--- src/rtl/mlu_pkg.sv ---
// Package for the mutex lock unit: field widths, request and status codes,
// and the command struct from the controller to the datapath. No dependencies.
package mlu_pkg;

  localparam int FUNC_W   = 2;
  localparam int MID_W    = 4;
  localparam int TID_W    = 8;
  localparam int STATUS_W = 4;

  localparam logic [FUNC_W-1:0] FUNC_CREATE = 2'd0;
  localparam logic [FUNC_W-1:0] FUNC_LOCK   = 2'd1;
  localparam logic [FUNC_W-1:0] FUNC_UNLOCK = 2'd2;

  localparam logic [STATUS_W-1:0] ST_CREATED   = 4'd0;
  localparam logic [STATUS_W-1:0] ST_EXISTS    = 4'd1;
  localparam logic [STATUS_W-1:0] ST_GRANTED   = 4'd2;
  localparam logic [STATUS_W-1:0] ST_BLOCKED   = 4'd3;
  localparam logic [STATUS_W-1:0] ST_NO_MUTEX  = 4'd4;
  localparam logic [STATUS_W-1:0] ST_NOT_OWNER = 4'd5;
  localparam logic [STATUS_W-1:0] ST_FREED     = 4'd6;
  localparam logic [STATUS_W-1:0] ST_HANDED    = 4'd7;
  localparam logic [STATUS_W-1:0] ST_QFULL     = 4'd8;

  typedef struct packed {
    logic load;    // latch request word, start waiter read
    logic commit;  // update table, load result register
  } mlu_cmd_t;

endpackage

--- src/rtl/mlu_req_if.sv ---
// Request channel of the mutex lock unit: valid, ready and the request word.
// Depends on mlu_pkg.
interface mlu_req_if import mlu_pkg::*; ();
  logic              valid;
  logic              ready;
  logic [FUNC_W-1:0] func;
  logic [MID_W-1:0]  mutex_id;
  logic [TID_W-1:0]  thread_id;

  modport source (output valid, func, mutex_id, thread_id, input ready);
  modport sink   (input valid, func, mutex_id, thread_id, output ready);
endinterface

--- src/rtl/mlu_rsp_if.sv ---
// Result channel of the mutex lock unit: valid, ready and the result word.
// Depends on mlu_pkg.
interface mlu_rsp_if import mlu_pkg::*; ();
  logic                valid;
  logic                ready;
  logic [STATUS_W-1:0] status;
  logic [TID_W-1:0]    next_owner;
  logic                next_owner_valid;

  modport source (output valid, status, next_owner, next_owner_valid, input ready);
  modport sink   (input valid, status, next_owner, next_owner_valid, output ready);
endinterface

--- src/rtl/mlu_ram.sv ---
// Generic single-write, single-read RAM with registered read data.
// No dependencies.
module mlu_ram #(
  parameter int WIDTH = 8,
  parameter int DEPTH = 256,
  localparam int AW = (DEPTH > 1) ? $clog2(DEPTH) : 1
) (
  input  logic             clk_i,
  input  logic             we_i,
  input  logic [AW-1:0]    waddr_i,
  input  logic [WIDTH-1:0] wdata_i,
  input  logic             re_i,
  input  logic [AW-1:0]    raddr_i,
  output logic [WIDTH-1:0] rdata_o
);

  logic [WIDTH-1:0] mem_q [DEPTH];
  logic [WIDTH-1:0] rdata_q;

  always_ff @(posedge clk_i) begin
    if (we_i) begin
      mem_q[waddr_i] <= wdata_i;
    end
    if (re_i) begin
      rdata_q <= mem_q[raddr_i];
    end
  end

  assign rdata_o = rdata_q;

endmodule

--- src/rtl/mlu_ctrl.sv ---
// Controller of the mutex lock unit: two-state sequencer and result valid.
// Depends on mlu_pkg.
module mlu_ctrl import mlu_pkg::*; (
  input  logic     clk_i,
  input  logic     rst_ni,
  input  logic     in_valid_i,
  output logic     in_ready_o,
  output logic     out_valid_o,
  input  logic     out_ready_i,
  output mlu_cmd_t cmd_o
);

  localparam logic S_IDLE = 1'b0;
  localparam logic S_EXEC = 1'b1;

  logic state_q, state_d;
  logic out_valid_q, out_valid_d;
  logic out_free;

  assign in_ready_o   = (state_q == S_IDLE);
  assign out_free     = !out_valid_q || out_ready_i;
  assign cmd_o.load   = in_valid_i && (state_q == S_IDLE);
  assign cmd_o.commit = (state_q == S_EXEC) && out_free;
  assign out_valid_o  = out_valid_q;

  always_comb begin
    state_d = state_q;
    unique case (state_q)
      S_IDLE: if (in_valid_i) state_d = S_EXEC;
      S_EXEC: if (out_free) state_d = S_IDLE;
      default: state_d = S_IDLE;
    endcase
  end

  always_comb begin
    out_valid_d = out_valid_q;
    if (cmd_o.commit) begin
      out_valid_d = 1'b1;
    end else if (out_ready_i) begin
      out_valid_d = 1'b0;
    end
  end

  always_ff @(posedge clk_i or negedge rst_ni) begin
    if (!rst_ni) begin
      state_q     <= S_IDLE;
      out_valid_q <= 1'b0;
    end else begin
      state_q     <= state_d;
      out_valid_q <= out_valid_d;
    end
  end

endmodule

--- src/rtl/mlu_dp.sv ---
// Datapath of the mutex lock unit: per-mutex table, waiter RAM, result word.
// Depends on mlu_pkg and mlu_ram.
module mlu_dp import mlu_pkg::*; #(
  parameter int NUM_MUTEXES    = 16,
  parameter int QUEUE_DEPTH    = 16,
  parameter int THREAD_ID_BITS = 8
) (
  input  logic                clk_i,
  input  logic                rst_ni,
  input  mlu_cmd_t            cmd_i,
  input  logic [FUNC_W-1:0]   func_i,
  input  logic [MID_W-1:0]    mutex_id_i,
  input  logic [TID_W-1:0]    thread_id_i,
  output logic [STATUS_W-1:0] status_o,
  output logic [TID_W-1:0]    next_owner_o,
  output logic                next_owner_valid_o
);

  localparam int MW = (NUM_MUTEXES > 1) ? $clog2(NUM_MUTEXES) : 1;
  localparam int QW = (QUEUE_DEPTH > 1) ? $clog2(QUEUE_DEPTH) : 1;
  localparam int LW = $clog2(QUEUE_DEPTH + 1);
  localparam int TW = (THREAD_ID_BITS < TID_W) ? THREAD_ID_BITS : TID_W;
  localparam int RAM_DEPTH = NUM_MUTEXES * QUEUE_DEPTH;
  localparam int AW = (RAM_DEPTH > 1) ? $clog2(RAM_DEPTH) : 1;

  // request word
  logic [FUNC_W-1:0] func_q;
  logic [MID_W-1:0]  mid_q;
  logic [TW-1:0]     tid_q;

  // mutex table
  logic          exists_q [NUM_MUTEXES];
  logic          held_q   [NUM_MUTEXES];
  logic [TW-1:0] owner_q  [NUM_MUTEXES];
  logic [QW-1:0] head_q   [NUM_MUTEXES];
  logic [LW-1:0] len_q    [NUM_MUTEXES];

  // result word
  logic [STATUS_W-1:0] status_q, status_d;
  logic [TID_W-1:0]    woken_q, woken_d;
  logic                woken_vld_q, woken_vld_d;

  logic [MW+MID_W-1:0] in_ext, ex_ext;
  logic                in_hit, ex_hit;
  logic [MW-1:0]       in_idx, ex_idx;
  logic [AW-1:0]       raddr, waddr;
  logic [TW-1:0]       rdata;

  logic          cur_exists, cur_held;
  logic [TW-1:0] cur_owner;
  logic [QW-1:0] cur_head, head_next, slot;
  logic [LW-1:0] cur_len;
  int unsigned   tail_sum;
  logic          do_create, do_grant, do_enq, do_free, do_hand;

  assign in_ext = (MW + MID_W)'(mutex_id_i);
  assign ex_ext = (MW + MID_W)'(mid_q);
  assign in_hit = (32'(mutex_id_i) < NUM_MUTEXES);
  assign ex_hit = (32'(mid_q) < NUM_MUTEXES);
  assign in_idx = in_hit ? in_ext[MW-1:0] : '0;
  assign ex_idx = ex_hit ? ex_ext[MW-1:0] : '0;

  assign raddr = AW'(32'(in_idx) * QUEUE_DEPTH + 32'(head_q[in_idx]));

  always_comb begin
    cur_exists = ex_hit && exists_q[ex_idx];
    cur_held   = held_q[ex_idx];
    cur_owner  = owner_q[ex_idx];
    cur_head   = head_q[ex_idx];
    cur_len    = len_q[ex_idx];
    tail_sum   = 32'(cur_head) + 32'(cur_len);
    slot       = (tail_sum >= QUEUE_DEPTH) ? QW'(tail_sum - QUEUE_DEPTH) : QW'(tail_sum);
    head_next  = (32'(cur_head) + 1 >= QUEUE_DEPTH) ? '0 : QW'(32'(cur_head) + 1);
    waddr      = AW'(32'(ex_idx) * QUEUE_DEPTH + 32'(slot));
  end

  always_comb begin
    status_d    = ST_NO_MUTEX;
    woken_d     = '0;
    woken_vld_d = 1'b0;
    do_create   = 1'b0;
    do_grant    = 1'b0;
    do_enq      = 1'b0;
    do_free     = 1'b0;
    do_hand     = 1'b0;
    unique case (func_q)
      FUNC_CREATE: begin
        if (ex_hit) begin
          if (exists_q[ex_idx]) begin
            status_d = ST_EXISTS;
          end else begin
            status_d  = ST_CREATED;
            do_create = 1'b1;
          end
        end
      end
      FUNC_LOCK: begin
        if (cur_exists) begin
          if (!cur_held) begin
            status_d = ST_GRANTED;
            do_grant = 1'b1;
          end else if (32'(cur_len) >= QUEUE_DEPTH) begin
            status_d = ST_QFULL;
          end else begin
            status_d = ST_BLOCKED;
            do_enq   = 1'b1;
          end
        end
      end
      FUNC_UNLOCK: begin
        if (cur_exists) begin
          if (!cur_held || (cur_owner != tid_q)) begin
            status_d = ST_NOT_OWNER;
          end else if (cur_len == '0) begin
            status_d = ST_FREED;
            do_free  = 1'b1;
          end else begin
            status_d    = ST_HANDED;
            woken_d     = TID_W'(rdata);
            woken_vld_d = 1'b1;
            do_hand     = 1'b1;
          end
        end
      end
      default: status_d = ST_NO_MUTEX;
    endcase
  end

  mlu_ram #(
    .WIDTH (TW),
    .DEPTH (RAM_DEPTH)
  ) u_waiters (
    .clk_i   (clk_i),
    .we_i    (cmd_i.commit && do_enq),
    .waddr_i (waddr),
    .wdata_i (tid_q),
    .re_i    (cmd_i.load),
    .raddr_i (raddr),
    .rdata_o (rdata)
  );

  always_ff @(posedge clk_i) begin
    if (cmd_i.load) begin
      func_q <= func_i;
      mid_q  <= mutex_id_i;
      tid_q  <= thread_id_i[TW-1:0];
    end
    if (cmd_i.commit) begin
      status_q    <= status_d;
      woken_q     <= woken_d;
      woken_vld_q <= woken_vld_d;
      if (do_grant) begin
        owner_q[ex_idx] <= tid_q;
      end else if (do_hand) begin
        owner_q[ex_idx] <= rdata;
      end
    end
  end

  always_ff @(posedge clk_i or negedge rst_ni) begin
    if (!rst_ni) begin
      for (int i = 0; i < NUM_MUTEXES; i++) begin
        exists_q[i] <= 1'b0;
        held_q[i]   <= 1'b0;
        head_q[i]   <= '0;
        len_q[i]    <= '0;
      end
    end else if (cmd_i.commit) begin
      if (do_create) begin
        exists_q[ex_idx] <= 1'b1;
        held_q[ex_idx]   <= 1'b0;
        head_q[ex_idx]   <= '0;
        len_q[ex_idx]    <= '0;
      end
      if (do_grant) held_q[ex_idx] <= 1'b1;
      if (do_free)  held_q[ex_idx] <= 1'b0;
      if (do_enq)   len_q[ex_idx]  <= LW'(32'(cur_len) + 1);
      if (do_hand) begin
        head_q[ex_idx] <= head_next;
        len_q[ex_idx]  <= LW'(32'(cur_len) - 1);
      end
    end
  end

  assign status_o           = status_q;
  assign next_owner_o       = woken_q;
  assign next_owner_valid_o = woken_vld_q;

endmodule

--- src/rtl/mutex_lock_unit_fifo_waiters.sv ---
// Top level of the mutex lock unit with FIFO wait queues.
// Depends on mlu_pkg, mlu_req_if, mlu_rsp_if, mlu_ctrl, mlu_dp (and mlu_ram).
//
//   channel  dir  fields                                   accepted when
//   req_i    in   func, mutex_id, thread_id                valid && ready
//   rsp_o    out  status, next_owner, next_owner_valid     valid && ready
//
// Each request is accepted together with the waiter RAM read; the table update follows
// once the registered read data of the waiter RAM is available.
// Reset clears the exists, owner-held, head and length flops at once; the
// waiter RAM and owner ids need no clearing.
// A result waiting in the output register holds the update cycle of the
// next request until it is taken.
module mutex_lock_unit_fifo_waiters import mlu_pkg::*; #(
  parameter int NUM_MUTEXES    = 16,
  parameter int QUEUE_DEPTH    = 16,
  parameter int THREAD_ID_BITS = 8
) (
  input  logic        clk_i,
  input  logic        rst_ni,
  mlu_req_if.sink     req_i,
  mlu_rsp_if.source   rsp_o
);

  mlu_cmd_t cmd;

  mlu_ctrl u_ctrl (
    .clk_i       (clk_i),
    .rst_ni      (rst_ni),
    .in_valid_i  (req_i.valid),
    .in_ready_o  (req_i.ready),
    .out_valid_o (rsp_o.valid),
    .out_ready_i (rsp_o.ready),
    .cmd_o       (cmd)
  );

  mlu_dp #(
    .NUM_MUTEXES    (NUM_MUTEXES),
    .QUEUE_DEPTH    (QUEUE_DEPTH),
    .THREAD_ID_BITS (THREAD_ID_BITS)
  ) u_dp (
    .clk_i              (clk_i),
    .rst_ni             (rst_ni),
    .cmd_i              (cmd),
    .func_i             (req_i.func),
    .mutex_id_i         (req_i.mutex_id),
    .thread_id_i        (req_i.thread_id),
    .status_o           (rsp_o.status),
    .next_owner_o       (rsp_o.next_owner),
    .next_owner_valid_o (rsp_o.next_owner_valid)
  );

endmodule
--- src/flat_wrapper.sv ---
// flat-port wrapper written by rule: the top's interface ports become plain ports
module mutex_lock_unit_fifo_waiters_flat import mlu_pkg::*;
#(
  parameter int NUM_MUTEXES    = 16,
  parameter int QUEUE_DEPTH    = 16,
  parameter int THREAD_ID_BITS = 8
)
  (clk_i, rst_ni, req_i_valid, req_i_func, req_i_mutex_id, req_i_thread_id, req_i_ready, rsp_o_valid, rsp_o_status, rsp_o_next_owner, rsp_o_next_owner_valid, rsp_o_ready);
  mlu_req_if req_i_i ();
  mlu_rsp_if rsp_o_i ();
  input  logic clk_i;
  input  logic rst_ni;
  input wire logic [$bits(req_i_i.valid)-1:0] req_i_valid;
  input wire logic [$bits(req_i_i.func)-1:0] req_i_func;
  input wire logic [$bits(req_i_i.mutex_id)-1:0] req_i_mutex_id;
  input wire logic [$bits(req_i_i.thread_id)-1:0] req_i_thread_id;
  output wire logic [$bits(req_i_i.ready)-1:0] req_i_ready;
  output wire logic [$bits(rsp_o_i.valid)-1:0] rsp_o_valid;
  output wire logic [$bits(rsp_o_i.status)-1:0] rsp_o_status;
  output wire logic [$bits(rsp_o_i.next_owner)-1:0] rsp_o_next_owner;
  output wire logic [$bits(rsp_o_i.next_owner_valid)-1:0] rsp_o_next_owner_valid;
  input wire logic [$bits(rsp_o_i.ready)-1:0] rsp_o_ready;
  assign req_i_i.valid = req_i_valid;
  assign req_i_i.func = req_i_func;
  assign req_i_i.mutex_id = req_i_mutex_id;
  assign req_i_i.thread_id = req_i_thread_id;
  assign req_i_ready = req_i_i.ready;
  assign rsp_o_valid = rsp_o_i.valid;
  assign rsp_o_status = rsp_o_i.status;
  assign rsp_o_next_owner = rsp_o_i.next_owner;
  assign rsp_o_next_owner_valid = rsp_o_i.next_owner_valid;
  assign rsp_o_i.ready = rsp_o_ready;
  mutex_lock_unit_fifo_waiters #(.NUM_MUTEXES(NUM_MUTEXES), .QUEUE_DEPTH(QUEUE_DEPTH), .THREAD_ID_BITS(THREAD_ID_BITS)) u_core (.clk_i(clk_i), .rst_ni(rst_ni), .req_i(req_i_i), .rsp_o(rsp_o_i));
endmodule
--- config.mk ---
export PLATFORM = sky130hd
export DESIGN_NAME = mutex_lock_unit_fifo_waiters_flat
export DESIGN_NICKNAME = d
export VERILOG_FILES = /design/src/rtl/mlu_pkg.sv /design/src/rtl/mlu_req_if.sv /design/src/rtl/mlu_rsp_if.sv /design/src/rtl/mlu_ram.sv /design/src/rtl/mlu_ctrl.sv /design/src/rtl/mlu_dp.sv /design/src/rtl/mutex_lock_unit_fifo_waiters.sv /design/src/flat_wrapper.sv
export SDC_FILE = /design/constraint.sdc
export NUM_CORES = 2
export LEC_CHECK = 0
export BUFFER_PORTS_ARGS = -buffer_cell sky130_fd_sc_hd__buf_2
export CORE_ASPECT_RATIO = 0.9
export CORE_MARGIN = 10
export CORE_UTILIZATION = 35
export CTS_CLUSTER_DIAMETER = 50
export DETAILED_ROUTE_END_ITERATION = 16
export GPL_TIMING_DRIVEN = 0
export PLACE_DENSITY = 0.47
export SKIP_CTS_REPAIR_TIMING = 1
export SLEW_MARGIN = 30
export SYNTH_ARGS = -nofsm -noshare
export SYNTH_HDL_FRONTEND = slang
export SYNTH_SLANG_ARGS = --single-unit
--- constraint.sdc ---
create_clock -name clk_i -period 9 [get_ports clk_i]
set_clock_uncertainty 0.15 [all_clocks]
set_input_delay 0.9 -clock clk_i [delete_from_list [all_inputs] [get_ports clk_i]]
set_output_delay 0.9 -clock clk_i [all_outputs]
set_load 0.01 [all_outputs]
# == Yosys cells after proc, flatten, opt, wreduce, memory -nomap -nowiden ==
# Memory sizes are Yosys's and may differ from the RTL's. A register that Yosys moved wholly into a read port is not among the register bits.
# Index checks and enable logic that the tools add are counted.
# classes
n_mux,80
add_sub_neg,7
n_bitwise,15
magnitude_cmp,6
reduce_logical,13
n_eq_ne,3
# ops
op,count
2-to-1 mux 80 bit,5
2-to-1 mux 64 bit,3
bitwise mux 80 bit,2
AND 80 bit,1
2-to-1 mux 16 bit,5
inverter 80 bit,1
AND 64 bit,1
bitwise mux 64 bit,1
inverter 64 bit,1
2-to-1 mux 4 bit,11
2-to-1 mux 1 bit,37
AND 16 bit,2
binary-select mux 4 bit (select 4 bit),2
>= comparator 32 x 5 -> 1 bit (second input constant),1
OR 16 bit,2
binary-select mux 5 bit (select 4 bit),1
demux 5 bit (select 4 bit),1
adder 8 x 4 -> 8 bit,2
demux 4 bit (select 4 bit),1
inverter 16 bit,1
>= comparator 5 bit (second input constant),3
2-to-1 mux 5 bit,3
case mux 4 bit (3 select lines),1
inverter 4 -> 5 bit,2
25 further kinds,34
# word_totals
register_bits,205
ramBits,2176
output_inout_bits,15
wordCells,198
input_bits,18
mem_count,2
# memory_table
name,words,width,read_ports,rd_ports_with_merged_regs,wr,line_no,source
u_core.u_dp.u_waiters.mem_q,256,8,1,1,1,mlu_ram.sv:17,logic [WIDTH-1:0] mem_q [DEPTH];
u_core.u_dp.owner_q,16,8,1,1,1,mlu_dp.sv:34,logic [TW-1:0] owner_q [NUM_MUTEXES];

# == Longest topological paths before layout ==
# logic_depth
ltp_word,14
depth_mapped,17
mapped_depth_nobuf,11

# == Hierarchy ==
# Synthesis repeated with hierarchy kept, for this count alone.
# unflattened
cells_unflattened,4956
hier_area_um2,95678.0
# by_module_without_submodules
mod,area_per_inst_um2,cells_per_inst,n_inst
mlu_ram,79636.4,3733,1
mlu_dp,15940.3,1214,1
mlu_ctrl,101.3,9,1

# == Worst setup path after synthesis ==
# Ideal clock, no wire load.
# synth_path
path_kind,reg-to-reg
from,register u_core.u_dp.tid_q[4]
to,"memory u_core.u_dp.owner_q[1][0] (netlist bit), enable pin"
path_buffers,0
t_required_ns,8.455
slack_ns,2.965
synth_period_minus_slack_ns,6.035
arrival_time_ns,5.490
path_stages_with_launch,6
path_cell_list,edfxtp_1 -> xor2_1 -> nor4_4 -> nand4_4 -> a21o_1 -> nor4_1
# synth_between
elab_chain_cells,10
# synth_lines
element,line_no,source
start: declaration,mlu_dp.sv:29,logic [TW-1:0] tid_q;
start signal: assignment,mlu_dp.sv:146,tid_q <= thread_id_i[TW-1:0];
!= test 8 bit,mlu_dp.sv:112,if (!cur_held || (cur_owner != tid_q)) begin
logical OR 1 bit,mlu_dp.sv:112,
2-to-1 mux 1 bit,mlu_dp.sv:112,
2-to-1 mux 1 bit,mlu_dp.sv:111,if (cur_exists) begin
2-to-1 mux 1 bit,mlu_dp.sv:86,unique case (func_q)
2-to-1 mux 1 bit,mlu_dp.sv:154,end else if (do_hand) begin
2-to-1 mux 1 bit,mlu_dp.sv:152,if (do_grant) begin
2-to-1 mux 1 bit,mlu_dp.sv:148,if (cmd_i.commit) begin
2-to-1 mux 1 bit (not written as such),mlu_dp.sv:155,owner_q[ex_idx] <= rdata;
OR 1 bit (no source line),-,
end: declaration,mlu_dp.sv:34,
# No other way between the ends.

# == Final worst setup path ==
# layout_path
from,register u_core.u_dp.mid_q[1] (netlist: u_core.u_dp.ex_idx[1])
to,"memory u_core.u_dp.u_waiters.mem_q[62][0], enable pin"
# layout_between
elab_chain_cells,12
elab_cells_between_ends,26
classes_between,add/sub: 3; order compare: 2; mux: 19; bitwise: 1; reduce/logical: 1
# layout_lines
element,line_no,source
start: declaration,mlu_dp.sv:28,logic [MID_W-1:0] mid_q;
start signal: assignment,mlu_dp.sv:145,mid_q <= mutex_id_i;
"parallel branches: the longest is 12 deep, another holds adder 8 x 4 -> 8 bit",-,
end: declaration,mlu_ram.sv:17,
# Several ways; the timed one is not identified. The select of a mux whose other input is x is not followed.

==> flow_summary.yaml <==
cts:
  clkLatencyLatePin_ns: 0.88
  clock_tree_from_tritoncts: "done"
  cts_sinks: 2393
  clk_transition_reported_paths_ns: 0.06
  clock_tree.htree_level_count: 5
  cts-root-buf: "sky130_fd_sc_hd__clkbuf_16"
  numCtsBuffers: 291
  clk_path_buf_depth: 4
floorplanning:
  fp-row-count: 184
  core_region_area_um2: 279700
  design.portCount: 33
  initial_core_util_pct: 35.21
  die_area_um2: 303100
  die_w_um: 579.2
  y_dimension_of_the_die_um: 523.3
synth:
  mappedNetlistArea_um2: 98500
  synth.top_cells.by_count: "2211 x sky130_fd_sc_hd__edfxtp_1, 934 x sky130_fd_sc_hd__nand2_1, 648 x sky130_fd_sc_hd__nand3_1"
  synth_enable_flop_cells: 2211
  netlist.area_leader.share_pct: 67.40
  postSynthNetCount: 7059
  ys.flop_type: "sky130_fd_sc_hd__edfxtp_1"
  synth_largest_area_cell: "sky130_fd_sc_hd__edfxtp_1"
  most_numerous_cell_in_the_yosys_netlist: "sky130_fd_sc_hd__edfxtp_1"
  synthCells: 7034
  post_synth.cell_area_avg_um2: 14.00
  number_of_warnings_printed_during_yosys_synthesis: 0
  synth.yosys.seq_area_share_pct: 72.01
  synth.distinct_cells: 87
  synth-seq-cells: 2393
  synth.area.top_cells: "sky130_fd_sc_hd__edfxtp_1 67%, sky130_fd_sc_hd__dfrtp_1 4.5%, sky130_fd_sc_hd__nand2_1 3.6%, sky130_fd_sc_hd__nand3_1 3.3%, sky130_fd_sc_hd__o21ai_0 2.7%"
  postSynth.asyncResetShare_pct: 7.438
setup_path:
  critical_path.slowest_cell: "sky130_fd_sc_hd__nor2_1"
  cp_common_cell: "sky130_fd_sc_hd__buf_2"
  worstSetupStartpointType: "register"
  rrSetupSlack_ns: 1.06
  setup.worst_path.class: "register to register"
  critical_path_cell_by_cell: "buf_2, buf_2, buf_1, clkbuf_1, mux4_2, mux4_2, ha_1, fa_1, nor2b_1, nand2_2, buf_2, nor2_1"
  endpoint_kind: "register"
  arrival_ns: 8.27
  critical_path.max_fanout: 10
  crit_required_ns: 9.33
  peak_per_stage_delay_on_the_critical_path_ns: 0.93
sta:
  share_of_the_cycle_needed_by_the_critical_path_after_routing_pct: 88.23
  final_max_slew_viol_count: 0
  final_period_minus_worst_setup_slack_ns: 7.941
  tightestPinTransition_ns: 1.139
  grt_setup_unrepaired: "no"
  report.final.hold_viol_count: 0
  timing.final.ws_setup_ns: 1.059
  timing.slew.headroom_pct: 23.39
  fmaxAchievable_mhz: 125.9
  setup_viol: 0
detailed_routing:
  post_detailed_route_drc_marker_count: 0
  via_per_inst: 5.870
  via_count: 67420
  detail_route.wl_per_cell_um: 33.69
  drt_first_pass_iters: 6
  detail_route.iter0.violations: 9498
  ant_nets: 0
  detail_route.wirelength_um: 386900
hold_path:
  hp-class: "primary input to register"
final_layout:
  non_filler_cell_area_final_um2: 115200
  fin_cells: 11480
  postLayoutCoreUtil_pct: 41.17
  final_layout_size_suffix_gt1_share_pct: 14.98
  finalNetCount: 7562
  syn_to_final_growth_pct: 16.92
pwr:
  total_internal_power_mw: 20.10
  ir_drop_v: 0.0001560
  cellLeakagePower_nw: 38.07
  p_sw_mw: 7.252
  switching_share_pct: 26.51
  power.sequential.fraction_pct: 46.4
  power.share.clock_pct: 41.9
  comb_power_share_pct: 11.7
  totalPowerFinal_mw: 27.35
  power-per-cell-area_nw_per_um2: 237.5
placed_design:
  place_congestion: 0.9420
  dp.final_hpwl_um: 286600
  detailed_place.area_um2: 105900
  place_inst: 10960
  dpl_worst_slack_ns: 1.208
  placement.io_buffers: 32
grt:
  vias_in_the_first_global_route: 64190
  grt_start_max_net_pins: 79
  first_pass_grt_wire_length_um: 526300
  grt_util_all_layers_pct: 24.67
  number_of_antenna_violations_at_the_first_check_in_global_routing: 26
  grt_overflow: 0
status:
  status: "complete, no violations"
flow_run:
  cap_violations: 0
[cells by family (layout without fill, tap and decap cells)]
family	after synthesis	after routing	share of synthesized area (%)
mux	406	406	5.590
fa+ha+maj	7	7	0.09654
simple gates	2290	2290	10.71
other cells	0	6	0
flops	2393	2393	72.01
buf+inv	570	1294	2.687
xor+xnor	16	16	0.1499
compound gates	1352	1352	8.763
[critical path: cells and delay by family (launching register included)]
family	cells	cell delay, ns
buffers and inverters	5	2.88
adder cells (fa/ha/maj)	2	1.04
multiplexers	2	1.03
AND/OR/NAND/NOR	3	1.92
flip-flops	1	0.46
[path summary, 6_finish.rpt]
check,cells past startpoint,startpoint,to
max in group asynchronous,3,rst_ni,u_core.u_dp.head_q[63]
min in group asynchronous,2,rst_ni,u_core.u_dp.len_q[8]
worst max register to register,12,u_core.u_dp.ex_idx[1],u_core.u_dp.u_waiters.mem_q[62][0]
worst min register to register,1,u_core.u_dp.exists_q[15],u_core.u_dp.exists_q[15]
worst min-delay path,1,req_i_thread_id[1],u_core.u_dp.tid_q[1]
worst max-delay path,12,u_core.u_dp.ex_idx[1],u_core.u_dp.u_waiters.mem_q[62][0]
[flip-flops by register name (all words and copies together) (netlist names), 2 cells and up, named ones only]
signal,cells
u_core.u_dp.exists_q,16
u_core.u_dp.head_q,64
u_core.u_dp.u_waiters.rdata_o,8
u_core.u_dp.u_waiters.mem_q,2048
u_core.u_dp.len_q,80
u_core.u_dp.status_o,4
u_core.u_dp.tid_q,8
u_core.u_dp.held_q,16
u_core.u_dp.ex_idx,4
u_core.u_dp.next_owner_o,8
u_core.u_dp.func_q,2
u_core.u_dp.owner_q,128
[cells in the final DEF, fill, tap and decap left out, drive strengths merged, types with 25 or more instances in the layout]
| cell type | count |
|---|---|
| a2111oi | 32 |
| nor4 | 55 |
| nor2 | 318 |
| mux4 | 101 |
| o22ai | 51 |
| dfrtp | 178 |
| mux2 | 58 |
| a32oi | 42 |
| edfxtp | 2211 |
| nand2 | 950 |
| nand4 | 101 |
| nor3 | 40 |
| clkinv | 98 |
| nand2b | 25 |
| a31oi | 146 |
| a211oi | 96 |
| clkbuf | 623 |
| o31ai | 25 |
| buf | 473 |
| mux2i | 247 |
| a311oi | 26 |
| o21ai | 584 |
| inv | 61 |
| a221o | 49 |
| and3 | 82 |
| nand3 | 654 |
| a21oi | 140 |
| a221oi | 25 |
[routing by layer]
metal | vias up | share of wire (%) | global-route usage (%)
met5 | - | 0.0080 | 0
met4 | 6 | 3.8 | 8.419
met3 | 629 | 9.3 | 5.784
met2 | 3343 | 44 | 37.12
met1 | 35200 | 43 | 35.07
li1 | 28240 | - | -
[stage by stage]
step / TNS, ns / hold WS, ns
after floorplan: 0 / 0.2696
after global placement: -4685.98 / 0.2809
after detailed placement: 0 / 0.2870
after CTS: 0 / -0.2151
after global routing: 0 / 0.02106
final: 0 / 0.04906
[power groups by stage]
stage	Combinational (mW)	Clock [mW]	Sequential, mW
finish	3.19	11.5	12.7
global route	3.31	12.0	12.7
CTS	3.15	11.6	12.7
detailed placement	3.14	0	12.9
global placement	2.21	0	13.8
floorplan	1.20	0	13.2
[cell type report]
cell class | instances | area, µm²
clock buffers | 346 | 7584
fillers | 25910 | 164500
clock inverters | 168 | 1613
flip-flops and latches | 2393 | 70930
repair buffers | 210 | 2436
diodes | 6 | 15.01
well taps | 3720 | 4654
multi-input cells | 4071 | 25270
inverters | 29 | 111.4
plain buffers | 541 | 2559
No activity file was read; power rests on OpenSTA's default activity.
